$ cat src/tkst_pkg.sv
// tkst_pkg: shared constants and types for the top-K score table.
// No dependencies.
`default_nettype none
package tkst_pkg;
  localparam int MAX_PLAYERS = 1024;
  localparam int ADDR_W = $clog2(MAX_PLAYERS);
  localparam int CNT_W = $clog2(MAX_PLAYERS + 1);
  localparam int TOTAL_W = 32;
  localparam int WORD_W = TOTAL_W + 1;
  localparam int SUM_W = 42;
  localparam int OP_W = 2;
  localparam int ID_W = 10;
  localparam int INC_W = 16;
  localparam int K_W = 11;

  localparam logic [OP_W-1:0] OP_ADD = 2'd0;
  localparam logic [OP_W-1:0] OP_TOP = 2'd1;
  localparam logic [OP_W-1:0] OP_RESET = 2'd2;

  // word layout: {present, total}
  typedef struct packed {
    logic                present;
    logic [TOTAL_W-1:0]  total;
  } entry_t;

  typedef enum logic [2:0] {
    PASS_ALL   = 3'b001,
    PASS_CNT   = 3'b010,
    PASS_ABOVE = 3'b100
  } pass_t;

  typedef struct packed {
    logic  clr;
    logic  en;
    pass_t pass;
  } scan_ctrl_t;
endpackage
`default_nettype wire

$ cat src/tkst_scan.sv
// tkst_scan: count and sum accumulator fed by the table scan.
// Depends on tkst_pkg.
`default_nettype none
module tkst_scan (
  input  wire logic                          clk,
  input  wire tkst_pkg::scan_ctrl_t          ctrl,
  input  wire tkst_pkg::entry_t              data,
  input  wire logic [tkst_pkg::TOTAL_W-1:0]  thr,
  output logic [tkst_pkg::CNT_W-1:0]         cnt,
  output logic [tkst_pkg::SUM_W-1:0]         sum
);
  logic hit;

  always_comb begin
    case (ctrl.pass)
      tkst_pkg::PASS_ALL:   hit = data.present;
      tkst_pkg::PASS_CNT:   hit = data.present && (data.total >= thr);
      tkst_pkg::PASS_ABOVE: hit = data.present && (data.total > thr);
      default:              hit = 1'b0;
    endcase
  end

  always_ff @(posedge clk) begin
    if (ctrl.clr) begin
      cnt <= '0;
      sum <= '0;
    end else if (ctrl.en && hit) begin
      cnt <= cnt + tkst_pkg::CNT_W'(1);
      sum <= sum + tkst_pkg::SUM_W'(data.total);
    end
  end
endmodule
`default_nettype wire

$ cat config.mk
export PLATFORM = sky130hd
export DESIGN_NAME = tkst_scan
export DESIGN_NICKNAME = d
export VERILOG_FILES = /design/src/tkst_pkg.sv /design/src/tkst_scan.sv
export SDC_FILE = /design/constraint.sdc
export NUM_CORES = 1
export LEC_CHECK = 0
export BUFFER_PORTS_ARGS = -buffer_cell sky130_fd_sc_hd__clkbuf_2
export CELL_PAD_IN_SITES_DETAIL_PLACEMENT = 2
export CELL_PAD_IN_SITES_GLOBAL_PLACEMENT = 2
export CORE_MARGIN = 1
export CORE_UTILIZATION = 30
export CTS_CLUSTER_SIZE = 20
export DETAILED_ROUTE_END_ITERATION = 10
export HOLD_SLACK_MARGIN = 0.1
export PLACE_DENSITY_LB_ADDON = 0.1
export SYNTH_ARGS = -nofsm -noshare
export SYNTH_HDL_FRONTEND = slang
export SYNTH_SLANG_ARGS = --single-unit
$ cat constraint.sdc
create_clock -name clk -period 3.2 [get_ports clk]
set_clock_uncertainty 0.2 [all_clocks]
set_input_delay 0.48 -clock clk [delete_from_list [all_inputs] [get_ports clk]]
set_output_delay 0.48 -clock clk [all_outputs]
set_load 0.02 [all_outputs]
==> flow_summary.json <==
{
  "status": "finished, final reports clean",
  "syn_to_final_growth_pct": 35.15,
  "cp-start-kind": "input port",
  "grt_use_total_pct": 24.53,
  "hold_path.class": "reg2reg",
  "io_pins": 124,
  "syn_area_um2": 4873,
  "synth_seq_area_share_pct": 21.77,
  "post_cts_buffers": 0,
  "io_buffers": 123,
  "cp.required_ns": 3.25,
  "max_freq_mhz": 325.4,
  "ant_nets": 0,
  "grt_pass1_wl_mm": 31.96,
  "ys_ff_latch": 53,
  "hold_slack_ns": 0.2829,
  "dp_cells": 1057,
  "layout-drive-gt1-share_pct": 31.21,
  "first_pass_iters": 4,
  "ys_types": 64,
  "syn_inst": 644,
  "dp_hpwl_mm": 16.38,
  "diodes": 0,
  "grt_pass1_vias": 6154,
  "synthArstFlopShare_pct": 0,
  "setup.worst_path.end_class": "flop",
  "powerDensity_nw_per_um2": 278.9,
  "antenna_found_initial": 0,
  "die_x_um": 129.5,
  "via_per_inst": 5.262,
  "clk_pin_slew_ns": 0.09,
  "final_cells": 1065,
  "avgSynthCellArea_um2": 7.567,
  "critical_path_class": "in2reg",
  "first_iter_violations": 152,
  "max_slew_margin_pct": 61.31,
  "dieArea_um2": 16760,
  "drv_slew": 0,
  "core-area_um2": 15890,
  "grt_max_degree": 34,
  "rows": 46,
  "design_area_um2": 6586,
  "ys_top_cells_by_area": "dfxtp_1 (22%), ha_1 (17%), a21oi_1 (7.7%), nand2_1 (6.2%), inv_1 (4.2%)",
  "wl_per_cell_um": 18.40,
  "clockBufferDepth": 2,
  "clkLatencyLatePin_ns": 0.32,
  "vias": 5604,
  "fin_nets": 985,
  "fin_crit_sh_pct": 96.04,
  "die_h_um": 129.5,
  "htreeDepth": 2,
  "hold_viol": 0,
  "crit_arrival_ns": 3.12,
  "drt_wl_total_mm": 19.59,
  "synth_enable_flop_cells": 0,
  "place.gp.congestion": 0.8429,
  "maxCapViolations": 0,
  "setup_violations": 0,
  "tritoncts": "yes",
  "syn_nets": 781,
  "synth_largest_area_cell": "dfxtp_1",
  "p_leak_nw": 3.245,
  "worst-path-max-fanout": 5,
  "initial_core_util_pct": 30.68,
  "dpl-instance-area_um2": 6415,
  "rsz0062_at_grt": "false",
  "worstMarginPinSlew_ns": 0.5797,
  "peakVddDrop_v": 0.0002088,
  "power_w": 0.001837,
  "grt-ovfl-total": 0,
  "clk_root_buffer_cell": "clkbuf_16",
  "finalCriticalPeriod_ns": 3.073,
  "synth_top_area_share_pct": 21.77,
  "yosys_warnings": 0,
  "synth_ff_type": "dfxtp_1",
  "drc": 0,
  "clock-sinks": 53,
  "cts_buffers": 5
}
flip-flops by register name (all words and copies together) (netlist names):
name and cells:
sum 42, cnt 11
report_power, final:
| group | leakage (nW) | total (W) | switching (W) | internal [W] |
|---|---|---|---|---|
| clock network | 0.0763 | 0.000623 | 0.000321 | 0.000302 |
| logic | 2.74 | 0.000533 | 0.000294 | 0.000239 |
| registers | 0.428 | 0.000681 | 0.0000108 | 0.000670 |
per-layer routing:
layer	global-route usage (%)	part of all wire, %	wire length [µm]	vias up
met5	0	0	0	-
met4	5.198	1.1	216	0
met3	3.468	3.1	602	12
met2	45.67	51	10020	97
met1	29.73	45	8756	2760
li1	-	-	-	2735
cells in the mapped netlist (6+ instances only):
cell type  number
inv_1          54
dfxtp_1        53
nand2_1        81
and3_1          6
clkbuf_1       16
o21bai_1        6
and2_1          6
nand4_1        14
o211ai_1        6
nor2b_1        12
a21oi_1        75
nand3_1        20
mux2_2         10
ha_1           65
o21ai_0        17
nor4_1          8
nor3_1         15
a21o_1         13
a211oi_1       12
xnor2_1        20
nor2_1         41
critical path: stages:
cell and delay, ns:
clkbuf_2 0.08, inv_1 0.06, ha_1 0.32, nand4_1 0.21
buf_4 0.20, a2111o_1 0.28, o211ai_1 0.16, a21oi_2 0.11
buf_4 0.16, or4_4 0.49, or4_1 0.41, a21oi_1 0.15
cells in the final DEF, fill, tap and decap left out, types with 10 or more instances in the layout:
cell and instances:
clkbuf_2 123, inv_1 54, dfxtp_1 53, nor2b_1 12
a21oi_1 73, nor3_1 15, nand4_1 14, buf_4 98
nand2_1 81, mux2_2 10, o21ai_0 15, nand3_1 20
ha_1 65, a21o_1 13, a211oi_1 12, nor2_1 40
xnor2_1 20
through the flow:
stage | setup TNS [ns] | utilization [%] | setup slack (ns)
3_3_place_gp | -3.347 | 40.38 | -0.1645
3_5_place_dp | -8.214 | 40.38 | -0.3283
6_report | 0 | 41.46 | 0.1268
4_1_cts | 0 | 41.39 | 0.04675
5_1_grt | 0 | 41.46 | 0.002012
2_1_floorplan | 0 | - | 0.3186
timing repair:
item                       4_1_cts  5_1_grt
setup endpoints to repair        3       15
pin swaps                        0        1
hold endpoints to repair         0        0
hold buffers                     0        0
cloned                           0        0
resized for setup                2        4
kinds of logic after synthesis:
family / count (synthesis) / share of synthesized area (%)
AOI/OAI and AO/OA: 175 / 23.44
xor gates and xnor gates: 24 / 4.313
adders and majority gates: 66 / 17.10
buffers and inverters: 79 / 6.264
DFF: 53 / 21.77
muxes: 10 / 2.311
and+or+nand+nor: 237 / 24.80
cell type report:
| class | instances | area, µm² |
|---|---|---|
| clock inverter | 3 | 28.78 |
| clock buffer | 5 | 125.1 |
| inverter | 54 | 202.7 |
| sequential | 53 | 1061 |
| multi-input combinational | 512 | 3527 |
| timing repair buffer | 222 | 1371 |
| fill | 1897 | 9299 |
| tap | 216 | 270.3 |
worst paths after layout:
kind,start,end,slack (ns),depth (start not counted)
max,thr[9],sum[39],0.13,12
min,sum[11],sum[11],0.28,2
max reg2reg,sum[8],sum[39],0.14,11
min reg2reg,sum[11],sum[11],0.28,2
(Power assumes the default switching activity.)
